`config.mk`:
```
export PLATFORM = sky130hd
export DESIGN_NAME = hole_fit_allocator_unit
export DESIGN_NICKNAME = d
export VERILOG_FILES = /design/src/design/hfa_pkg.sv /design/src/design/hole_fit_allocator_unit.sv
export SDC_FILE = /design/constraint.sdc
export NUM_CORES = 1
export LEC_CHECK = 0
export ABC_CLOCK_PERIOD_IN_PS = 12600
export BUFFER_PORTS_ARGS = -buffer_cell sky130_fd_sc_hd__buf_2
export CAP_MARGIN = 40
export CORE_ASPECT_RATIO = 1.75
export CORE_UTILIZATION = 60
export DETAILED_ROUTE_END_ITERATION = 10
export GPL_ROUTABILITY_DRIVEN = 0
export HOLD_SLACK_MARGIN = 0.06
export PLACE_DENSITY = 0.86
export SLEW_MARGIN = 40
export SYNTH_ARGS = -nofsm -noshare
export SYNTH_HDL_FRONTEND = slang
export SYNTH_SLANG_ARGS = --single-unit
```
`constraint.sdc`:
```
create_clock -name clk -period 12.6 [get_ports clk]
set_clock_uncertainty 0.05 [all_clocks]
set_input_delay 2.52 -clock clk [delete_from_list [all_inputs] [get_ports clk]]
set_output_delay 2.52 -clock clk [all_outputs]
set_load 0.02 [all_outputs]
```
`src/design/hfa_pkg.sv`:
```
// Shared types and constants of the hole fit allocator.
package hfa_pkg;

    // Fixed widths of the stream fields
    localparam int IDX_FIELD_W  = 4;
    localparam int SIZE_FIELD_W = 20;
    localparam int TDATA_W      = 48;
    localparam int CFG_DATA_W   = 5;

    // Configuration register indexes
    localparam logic CFG_FIT_POLICY = 1'b0;
    localparam logic CFG_HOLE_COUNT = 1'b1;

    // Request kinds carried on tuser
    localparam logic REQ_LOAD  = 1'b0;
    localparam logic REQ_ALLOC = 1'b1;

    // Fit policy codes; the unused code behaves as first fit
    localparam logic [1:0] PLC_FIRST = 2'd0;
    localparam logic [1:0] PLC_BEST  = 2'd1;
    localparam logic [1:0] PLC_WORST = 2'd2;

    // Sequencer states, one-hot
    typedef enum logic [2:0] {
        ST_IDLE = 3'b001,
        ST_SCAN = 3'b010,
        ST_DONE = 3'b100
    } hfa_state_t;

endpackage

```
`src/design/hole_fit_allocator_unit.sv`:
```
// Top level of the hole fit allocator: hole table memory, scan sequencer, result register.

// Hole fit allocator. Keeps NUM_HOLES hole capacities in a single-port-write,
// registered-read memory. A load transfer (s_tuser = load) writes one entry in the
// cycle it is accepted and gives no result. An allocate transfer starts a scan
// that reads one entry per cycle over the first hole_count entries (saturated
// to NUM_HOLES), keeping the candidate chosen by fit_policy: first fit, best fit
// or worst fit, ties going to the lowest index. The chosen entry is then
// written back shrunk by the request size and one result transfer is offered on
// the master side. The time of an allocate from acceptance to the result
// register is set by the one-entry-per-cycle read port of the table and its
// registered read, and grows with the active hole count. The slave side is
// ready whenever the sequencer is idle, even while an earlier result still
// waits on the master side. The table contents are undefined after reset
// until loaded. Configuration writes are expected only while the block is
// idle.
module hole_fit_allocator_unit
    import hfa_pkg::*;
#(
    parameter int NUM_HOLES  = 16,
    parameter int SIZE_WIDTH = 20
) (
    input  logic                   clk,
    input  logic                   rst_n,
    input  logic                   s_tvalid,
    output logic                   s_tready,
    // [3:0] load_index, [23:4] load_capacity, [43:24] req_size, [47:44] zero
    input  logic [TDATA_W-1:0]     s_tdata,
    // [0] req_type
    input  logic [0:0]             s_tuser,
    output logic                   m_tvalid,
    input  logic                   m_tready,
    // [3:0] hole_index, [23:4] size_before, [43:24] size_after, [47:44] zero
    output logic [TDATA_W-1:0]     m_tdata,
    // [0] fitted
    output logic [0:0]             m_tuser,
    input  logic                   cfg_we,
    input  logic                   cfg_index,
    input  logic [CFG_DATA_W-1:0]  cfg_data
);

    localparam int IDX_W = (NUM_HOLES > 1) ? $clog2(NUM_HOLES) : 1;
    localparam int CNT_W = $clog2(NUM_HOLES + 1);

    // Configuration
    logic [1:0]            fit_policy_reg;
    logic [CFG_DATA_W-1:0] hole_count_reg;

    // Sequencer
    hfa_state_t            state_reg, state_next;
    logic [CNT_W-1:0]      issue_reg;
    logic [CNT_W-1:0]      active_reg;
    logic                  pend_reg;
    logic [IDX_W-1:0]      pend_idx_reg;
    logic                  found_reg;
    logic [IDX_W-1:0]      best_idx_reg;
    logic [SIZE_WIDTH-1:0] best_cap_reg;
    logic [SIZE_WIDTH-1:0] size_reg;

    // Memory
    logic [SIZE_WIDTH-1:0] hole_mem [NUM_HOLES];
    logic [SIZE_WIDTH-1:0] rd_data_reg;
    logic                  mem_we;
    logic [IDX_W-1:0]      mem_waddr;
    logic [SIZE_WIDTH-1:0] mem_wdata;
    logic                  mem_re;

    // Result register
    logic                  m_tvalid_reg;
    logic                  fitted_reg;
    logic [IDX_FIELD_W-1:0]  hole_index_reg;
    logic [SIZE_FIELD_W-1:0] size_before_reg;
    logic [SIZE_FIELD_W-1:0] size_after_reg;

    // Input field views
    logic                    req_type;
    logic [IDX_FIELD_W-1:0]  load_index;
    logic [SIZE_FIELD_W-1:0] load_capacity;
    logic [SIZE_FIELD_W-1:0] req_size;

    logic                  in_xfer;
    logic                  load_hit;
    logic                  out_free;
    logic                  take;
    logic [CNT_W-1:0]      active_calc;
    logic [SIZE_WIDTH-1:0] shrunk;

    assign req_type      = s_tuser[0];
    assign load_index    = s_tdata[3:0];
    assign load_capacity = s_tdata[23:4];
    assign req_size      = s_tdata[43:24];

    assign s_tready = (state_reg == ST_IDLE);
    assign in_xfer  = s_tvalid && s_tready;
    assign out_free = !m_tvalid_reg || m_tready;

    // Drop loads aimed beyond the table
    assign load_hit = (32'(load_index) < 32'(NUM_HOLES));

    // Saturate the active count to the table depth
    always_comb
    begin
        if (32'(hole_count_reg) > 32'(NUM_HOLES))
            active_calc = CNT_W'(NUM_HOLES);
        else
            active_calc = CNT_W'(hole_count_reg);
    end

    assign shrunk = best_cap_reg - size_reg;

    // Decide whether the entry just read replaces the current candidate
    always_comb
    begin
        take = 1'b0;
        if (pend_reg && (rd_data_reg >= size_reg))
        begin
            unique case (fit_policy_reg)
                PLC_BEST:  take = !found_reg || (rd_data_reg < best_cap_reg);
                PLC_WORST: take = !found_reg || (rd_data_reg > best_cap_reg);
                default:   take = !found_reg;
            endcase
        end
    end

    // Memory port control: loads in idle, write-back when the result leaves
    always_comb
    begin
        mem_we    = 1'b0;
        mem_waddr = IDX_W'(load_index);
        mem_wdata = SIZE_WIDTH'(load_capacity);
        if (in_xfer && (req_type == REQ_LOAD) && load_hit)
            mem_we = 1'b1;
        else if ((state_reg == ST_DONE) && out_free && found_reg)
        begin
            mem_we    = 1'b1;
            mem_waddr = best_idx_reg;
            mem_wdata = shrunk;
        end
    end

    assign mem_re = (state_reg == ST_SCAN) && (issue_reg < active_reg);

    always_ff @(posedge clk)
    begin
        if (mem_we)
            hole_mem[mem_waddr] <= mem_wdata;
        if (mem_re)
            rd_data_reg <= hole_mem[issue_reg[IDX_W-1:0]];
    end

    // Next state
    always_comb
    begin
        state_next = state_reg;
        unique case (state_reg)
            ST_IDLE:
            begin
                if (in_xfer && (req_type == REQ_ALLOC))
                    state_next = ST_SCAN;
            end
            ST_SCAN:
            begin
                if (!mem_re && !pend_reg)
                    state_next = ST_DONE;
            end
            ST_DONE:
            begin
                if (out_free)
                    state_next = ST_IDLE;
            end
            default: state_next = ST_IDLE;
        endcase
    end

    // Control registers
    always_ff @(posedge clk or negedge rst_n)
    begin
        if (!rst_n)
        begin
            state_reg      <= ST_IDLE;
            fit_policy_reg <= PLC_FIRST;
            hole_count_reg <= CFG_DATA_W'(16);
            pend_reg       <= 1'b0;
            found_reg      <= 1'b0;
            issue_reg      <= '0;
            active_reg     <= '0;
            m_tvalid_reg   <= 1'b0;
        end
        else
        begin
            state_reg <= state_next;

            if (cfg_we)
            begin
                unique case (cfg_index)
                    CFG_FIT_POLICY: fit_policy_reg <= cfg_data[1:0];
                    CFG_HOLE_COUNT: hole_count_reg <= cfg_data;
                    default: ;
                endcase
            end

            // Start a scan on an accepted allocate
            if (in_xfer && (req_type == REQ_ALLOC))
            begin
                issue_reg  <= '0;
                active_reg <= active_calc;
                found_reg  <= 1'b0;
                pend_reg   <= 1'b0;
            end
            else if (state_reg == ST_SCAN)
            begin
                pend_reg <= mem_re;
                if (mem_re)
                    issue_reg <= issue_reg + CNT_W'(1);
                if (take)
                    found_reg <= 1'b1;
            end

            // Hold the result until the master side takes it
            if ((state_reg == ST_DONE) && out_free)
                m_tvalid_reg <= 1'b1;
            else if (m_tready)
                m_tvalid_reg <= 1'b0;
        end
    end

    // Payload registers
    always_ff @(posedge clk)
    begin
        if (in_xfer && (req_type == REQ_ALLOC))
            size_reg <= SIZE_WIDTH'(req_size);
        if ((state_reg == ST_SCAN) && mem_re)
            pend_idx_reg <= issue_reg[IDX_W-1:0];
        if ((state_reg == ST_SCAN) && take)
        begin
            best_idx_reg <= pend_idx_reg;
            best_cap_reg <= rd_data_reg;
        end
        if ((state_reg == ST_DONE) && out_free)
        begin
            fitted_reg <= found_reg;
            if (found_reg)
            begin
                hole_index_reg  <= IDX_FIELD_W'(best_idx_reg);
                size_before_reg <= SIZE_FIELD_W'(best_cap_reg);
                size_after_reg  <= SIZE_FIELD_W'(shrunk);
            end
            else
            begin
                hole_index_reg  <= '0;
                size_before_reg <= '0;
                size_after_reg  <= '0;
            end
        end
    end

    assign m_tvalid   = m_tvalid_reg;
    assign m_tuser[0] = fitted_reg;
    assign m_tdata    = {4'd0, size_after_reg, size_before_reg, hole_index_reg};

`ifndef SYNTHESIS
    // A read in flight only exists while scanning
    a_pend_in_scan: assert property (@(posedge clk) disable iff (!rst_n)
        pend_reg |-> (state_reg == ST_SCAN))
        else $error("read pending outside scan");

    // The scan never runs past the active entries
    a_issue_bound: assert property (@(posedge clk) disable iff (!rst_n)
        (state_reg == ST_SCAN) |-> (issue_reg <= active_reg))
        else $error("scan address beyond active count");

    // A chosen hole always holds the request
    a_fit_holds: assert property (@(posedge clk) disable iff (!rst_n)
        ((state_reg == ST_DONE) && found_reg) |-> (best_cap_reg >= size_reg))
        else $error("chosen hole smaller than request");

    // A result appears only straight after the write-back state
    a_result_origin: assert property (@(posedge clk) disable iff (!rst_n)
        $rose(m_tvalid_reg) |-> $past(state_reg == ST_DONE))
        else $error("result raised outside write-back");
`endif

endmodule
```
==> results of run 1 <==
[power by group through the flow]
stage | Sequential [mW] | Clock (mW) | Combinational, mW
final | 1.73 | 1.25 | 0.477
after global routing | 1.74 | 1.32 | 0.507
after CTS | 1.73 | 1.26 | 0.470
after detailed placement | 1.77 | 0 | 0.460
after global placement | 1.79 | 0 | 0.406
after floorplan | 1.74 | 0 | 0.355
[critical path, cell delays in order]
cell and delay [ns]:
buf_2 0.07, and2b_2 0.25, nor2_4 0.10, buf_4 0.51, nand2_1 0.11, buf_4 0.29, nor3b_1 0.38, a31oi_2 0.19
nor2_4 0.61, buf_8 0.24
[layout by cell type, fill, tap and decap left out, types with 9 or more instances in the layout]
| cell | n |
|---|---|
| a21o_1 | 13 |
| a21oi_1 | 31 |
| and2_1 | 14 |
| buf_2 | 103 |
| buf_4 | 17 |
| buf_8 | 13 |
| clkbuf_16 | 40 |
| dfrtp_1 | 19 |
| edfxtp_1 | 433 |
| ha_1 | 65 |
| inv_1 | 55 |
| mux2_2 | 11 |
| mux4_2 | 100 |
| nand2_1 | 56 |
| nand4_1 | 10 |
| nor2_1 | 51 |
| nor2_4 | 16 |
| o21ai_0 | 26 |
| xnor2_1 | 9 |
[logic make-up (layout without fill, tap and decap cells)]
| kind of cell | after synthesis | after routing | synth area share, % |
|---|---|---|---|
| adder cells (fa/ha/maj) | 66 | 66 | 4.360 |
| multiplexers | 114 | 114 | 12.61 |
| buffers and inverters | 94 | 270 | 2.029 |
| flip-flops | 456 | 456 | 71.05 |
| other | 1 | 4 | 0.01962 |
| AO/OA/AOI/OAI | 117 | 117 | 4.177 |
| AND/OR/NAND/NOR | 195 | 195 | 4.969 |
| XOR/XNOR | 17 | 17 | 0.7790 |
[layer usage]
layer	up-vias	track usage [%]	routed length, um
met3	219	5.099	4078
met2	818	51.74	25460
met1	5434	35.39	15460
li1	4467	-	-
met5	-	0	0
met4	0	20.58	3290
[path summary, 6_finish.rpt]
check                      cells after the start  slack (ns)         endpoint       startpoint
setup reg to reg                               9        8.83   hole_mem[8][8]     state_reg[0]
hold / removal                                 0        0.38  best_idx_reg[1]  pend_idx_reg[1]
min in group asynchronous                      1        1.89         m_tvalid            rst_n
setup / recovery                              10        7.47   hole_mem[8][8]         m_tready
max in group asynchronous                      1       10.22     issue_reg[0]            rst_n
hold reg to reg                                0        0.38  best_idx_reg[1]  pend_idx_reg[1]
[area by class of cell]
cell class	count	area, sq um
Clock inverter	27	317.8
Clock buffer	45	1020
Timing Repair Buffer	143	1075
Inverter	55	206.4
Multi-Input combinational cell	513	5320
Fill cell	1760	9398
Sequential cell	456	13590
Tap cell	396	495.5
[stage by stage]
stage | hold WS [ns] | power [mW] | utilization [%]
2_1_floorplan | 0.3503 | 2.096 | -
3_3_place_gp | 0.3517 | 2.191 | 64.34
3_5_place_dp | 0.3673 | 2.226 | 65.47
4_1_cts | 0.3826 | 3.464 | 69.73
5_1_grt | 0.3903 | 3.560 | 70.09
6_report | 0.3808 | 3.465 | 70.09
==> metrics.md, run 1 <==
| Metric | Value |
|---|---|
| Status | `complete, no violations` |
| CTS Buffer Depth | `3` |
| Post-CTS Resized | `0` |
| EDFF count, synth | `433` |
| Initial Utilization | `60.83%` |
| Fin nets | `1,334` |
| Tcrit/Tclk final | `40.73%` |
| Fin crit period | `5.132 ns` |
| 1st-pass router iterations | `5` |
| GRT Total Usage | `30.58%` |
| # diodes | `0` |
| CTS buffer count | `39` |
| Via/cell ratio | `6.690` |
| H-tree Lvls | `2` |
| CTS tree | `built` |
| Core area | `0.03142 sq mm` |
| Layout cell share with drive strength beyond 1 | `29.06%` |
| Logic pwr share | `13.8%` |
| Worst Path Arrival | `5.34 ns` |
| Setup TNS | `0 ns` |
| Number of global-route vias before repair | `11,350` |
| Clk pwr share | `36.2%` |
| Largest net degree at the start of global routing | `61` |
| Num rows | `86` |
| Clock Pin Slew Worst Setup and Hold Paths | `0.07 ns` |
| Mapped Area | `0.01911 sq mm` |
| # hold bufs at CTS | `0` |
| First-pass GRT wire length | `70,350 um` |
| Sequential area share after synthesis | `71.05%` |
| Flop pwr share | `50.1%` |
| Hold WC Path Type | `flip-flop to flip-flop` |
| Internal | `2.638 mW` |
| Relative slew margins | `38.00%` |
| Detailed Route Iter0 Violations | `1,099` |
| Synth Flop Type | `edfxtp_1` |
| Die Wd | `136.9 um` |
| Synth area leader | `edfxtp_1` |
| Synth top area cells | `edfxtp_1, mux4_2, ha_1` |
| Hold Violations, Final | `0` |
| Top reg by flops | `hole_mem` |
| Placed insts | `1,558` |
| NetSw | `827.2 uW` |
| Drc violations | `0` |
| Leakage Power | `7.684 nW` |
| Synth cell count leaders | `edfxtp_1, mux4_2, nor2_1` |
| Ys async rst share | `5.044%` |
| Synth Register Bits | `456` |
| Routed len/inst | `29.53 um` |
| I/O Buffers | `102` |
| Tightest Pin Transition | `0.9257 ns` |
| Chip height | `238.1 um` |
| Pwr dens | `157.3 mW/mm^2` |
| Antenna viol nets, final | `0` |
| Post-CTS Setup Repair Bufs | `0` |
| Crit Path Class | `input port to flip-flop` |
| Post-place setup slack | `6.911 ns` |
| Non-filler cells, final | `1,635` |
| Final Instance Area | `0.02202 sq mm` |
| Clk sink count | `456` |
| Die area | `0.03260 sq mm` |
| Max FFs per register | `320` |
| VDD IR-drop max | `0.1633 mV` |
| Detailed placement HPWL | `28,910 um` |
| Syn Inst Count | `1,060` |
| Worst setup SP type | `input port` |
| Area grow syn2layout | `15.22%` |
| Synth top area share | `68.03%` |
| Fmax achieved | `0.1949 GHz` |
| Placed Area | `0.02057 sq mm` |
| Post-synth cell types | `69` |
| Net switching fraction of the power | `23.87%` |
| Clk Latency, worst-skew pair | `0.57 ns` |
| Mean Syn Cell Area | `18.03 sq um` |
| Synth warnings | `0` |
| RSZ-0062 raised after global routing | `false` |
| GRT Residual Overflow | `0` |
| Final WL | `48,290 um` |
| Initial antenna violation count | `0` |
| Crit path capture type | `flip-flop` |
| Most common cell in the netlist | `edfxtp_1` |
| Pins Over Slew Limit | `0` |
| Crit Path Max Fanout | `46` |
| Max-cap violations | `0` |
| Setup slack after layout | `7.468 ns` |
| Worst Path Required | `12.81 ns` |
| CTS root buf | `clkbuf_16` |
| Via Count | `10,940` |
| I/O pin total | `111` |
| Final setup violation count | `0` |
No activity file was read; power rests on OpenSTA's default activity.
==> inputs of run 2 (changes only) <==
--- a/config.mk
+++ b/config.mk
@@ -5,7 +5,7 @@
 export SDC_FILE = /design/constraint.sdc
 export NUM_CORES = 1
 export LEC_CHECK = 0
-export ABC_CLOCK_PERIOD_IN_PS = 12600
+export ABC_CLOCK_PERIOD_IN_PS = 5000
 export BUFFER_PORTS_ARGS = -buffer_cell sky130_fd_sc_hd__buf_2
 export CAP_MARGIN = 40
 export CORE_ASPECT_RATIO = 1.75
==> constraint.sdc (replaced) <==
create_clock -name clk -period 5 [get_ports clk]
set_clock_uncertainty 0.05 [all_clocks]
set_input_delay 1 -clock clk [delete_from_list [all_inputs] [get_ports clk]]
set_output_delay 1 -clock clk [all_outputs]
set_load 0.02 [all_outputs]
==> run 2 against run 1 <==
Register-to-register slack worse by 7.5 ns. Sequential share of layout area up 1.1 points. Cell count down 0.55%. Critical path type is now flip-flop to flip-flop.
==> metrics.md, run 2 (synthesized netlist as in run 1, its figures left out) <==
| Metric | Value |
|---|---|
| Initial Utilization | `60.83% (unchanged)` |
| RSZ-0062 raised after global routing | `false` |
| CTS root buf | `clkbuf_16` |
| Placed Area | `0.02029 sq mm (-1.4%)` |
| Number of global-route vias before repair | `11,280 (-0.62%)` |
| Crit Path Class | `flip-flop to flip-flop` |
| Most common cell after layout, fill and taps aside | `edfxtp_1` |
| Post-CTS Setup Repair Bufs | `0 (unchanged)` |
| Logic pwr share | `13.5% (-0.3 points)` |
| Clk pwr share | `36.2% (about the same)` |
| Worst-path cell chain | `nand2_1, nor3b_1, a31oi_1, nor2_2, buf_4` |
| Relative slew margins | `42.35% (+4.3 points)` |
| Most frequent cells in the layout | `edfxtp_1, buf_2, mux4_2, ha_1, nand2_1` |
| Via/cell ratio | `6.666 (-0.36%)` |
| Worst setup SP type | `flip-flop` |
| Final Instance Area | `0.02162 sq mm (-1.8%)` |
| Hold WC Path Type | `input port to async pin` |
| Via Count | `10,840 (-0.91%)` |
| Crit path capture type | `flip-flop` |
| Num rows | `86 (unchanged)` |
| Antenna viol nets, final | `0 (unchanged)` |
| Layout cell share with drive strength beyond 1 | `28.37% (-0.68 points)` |
| I/O pin total | `111 (unchanged)` |
| Largest net degree at the start of global routing | `70 (+15%)` |
| H-tree Lvls | `2 (unchanged)` |
| Chip height | `238.1 um (unchanged)` |
| Worst reg2reg setup slack | `1.30 ns (-7.53 ns)` |
| Pwr dens | `401.3 mW/mm^2 (+160%)` |
| Status | `complete, no violations` |
| Area grow syn2layout | `13.12%` |
| Tcrit/Tclk final | `74.09%` |
| Top reg by flops | `hole_mem` |
| CP Buf/Inv Count | `1 (-3)` |
| First-pass GRT wire length | `69,510 um (-1.2%)` |
| Hold Violations, Final | `0 (unchanged)` |
| Net switching fraction of the power | `23.62% (-0.26 points)` |
| Clk sink count | `456 (unchanged)` |
| # diodes | `0 (unchanged)` |
| CTS buffer count | `39 (unchanged)` |
| Max-cap violations | `0 (unchanged)` |
| Fmax achieved | `0.2699 GHz` |
| Fin crit period | `3.704 ns` |
| Detailed Route Iter0 Violations | `1,099 (unchanged)` |
| NetSw | `2.049 mW (+150%)` |
| Critical path's largest stage delay | `0.90 ns (+0.29 ns)` |
| # hold bufs at CTS | `0 (unchanged)` |
| 1st-pass router iterations | `7 (+2)` |
| GRT Residual Overflow | `0 (unchanged)` |
| CTS tree | `built` |
| GRT Total Usage | `30.42% (-0.17 points)` |
| Fin nets | `1,326 (-0.60%)` |
| Clk Latency, worst-skew pair | `0.56 ns (about the same)` |
| CTS Buffer Depth | `3 (unchanged)` |
| Final WL | `47,250 um (-2.1%)` |
| Post-CTS Resized | `0 (unchanged)` |
| Pins Over Slew Limit | `0 (unchanged)` |
| Tightest Pin Transition | `0.8621 ns (-0.06353 ns)` |
| Routed len/inst | `29.06 um (-1.6%)` |
| Worst Path Arrival | `3.89 ns (-1.45 ns)` |
| Detailed placement HPWL | `29,020 um (+0.36%)` |
| Worst path slowest cell | `dfrtp_1` |
| Fillers | `1,817 (+3.2%)` |
| VDD IR-drop max | `0.3614 mV (+120%)` |
| Initial antenna violation count | `1 (+1)` |
| Final setup violation count | `0 (unchanged)` |
| Die area | `0.03260 sq mm (unchanged)` |
| CP Depth | `5 (-5)` |
| I/O Buffers | `102 (unchanged)` |
| Flop pwr share | `50.3% (+0.2 points)` |
| Worst r2r path cells | `5 (-4)` |
| Setup TNS | `0 ns (unchanged)` |
| Core area | `0.03142 sq mm (unchanged)` |
| Leakage Power | `7.572 nW (-1.5%)` |
| CP delay by family, top | `simple AND/OR/NAND/NOR gates` |
| Internal | `6.627 mW (+150%)` |
| Worst Path Required | `5.18 ns (-7.63 ns)` |
| Die Wd | `136.9 um (unchanged)` |
| Drc violations | `0 (unchanged)` |
| Clock Pin Slew Worst Setup and Hold Paths | `0.07 ns (about the same)` |
| Crit Path Max Fanout | `20 (-57%)` |
| Max FFs per register | `320 (unchanged)` |
run 2: worst register-to-register path, stage by stage, from the launching register on:
cell	delay, ns
dfrtp_1	0.90
nand2_1	0.70
nor3b_1	0.48
a31oi_1	0.18
nor2_2	0.67
buf_4	0.39
run 2: power groups by stage:
stage	Combinational, mW	Clock [mW]	Sequential, mW
after CTS	1.17	3.17	4.37
after floorplan	0.895	0	4.39
final	1.17	3.14	4.37
after detailed placement	1.14	0	4.45
after global routing	1.24	3.30	4.38
after global placement	1.09	0	4.44
run 2: worst paths after layout:
kind                                      start              end
worst max-delay path                  found_reg  hole_mem[5][19]
worst min-delay path                      rst_n         m_tvalid
worst max register to register        found_reg  hole_mem[5][19]
worst min register to register  pend_idx_reg[0]  best_idx_reg[0]
max in group asynchronous                 rst_n     issue_reg[0]
min in group clk                pend_idx_reg[0]  best_idx_reg[0]
run 2: routing by layer:
layer	global-route usage [%]	routed length (um)	up-vias
met2	50.81	24290	744
met1	34.80	15020	5393
met3	5.311	3972	248
met4	22.31	3958	2
li1	-	-	4452
met5	0	12	-
run 2: cell type report:
cell class	count	area, sq um	area share [%]
Tap cell	396	495.5	2.292
Multi-Input combinational cell	513	5221	24.15
Inverter	55	206.4	0.9549
Sequential cell	456	13590	62.85
Clock inverter	27	287.8	1.331
Timing Repair Buffer	135	785.8	3.634
Clock buffer	44	1036	4.792
run 2: metrics by stage:
stage	total power [mW]	cells	hold WS (ns)	worst slack, ns	utilization (%)
finish	8.676	1626	0.3675	1.296	68.81
global placement	5.538	1553	0.3535	1.268	64.48
floorplan	5.281	1063	0.3503	0.3743	-
CTS	8.702	1626	0.3714	1.362	68.80
detailed placement	5.585	1555	0.3545	1.129	64.58
global route	8.921	1626	0.3796	1.202	68.81
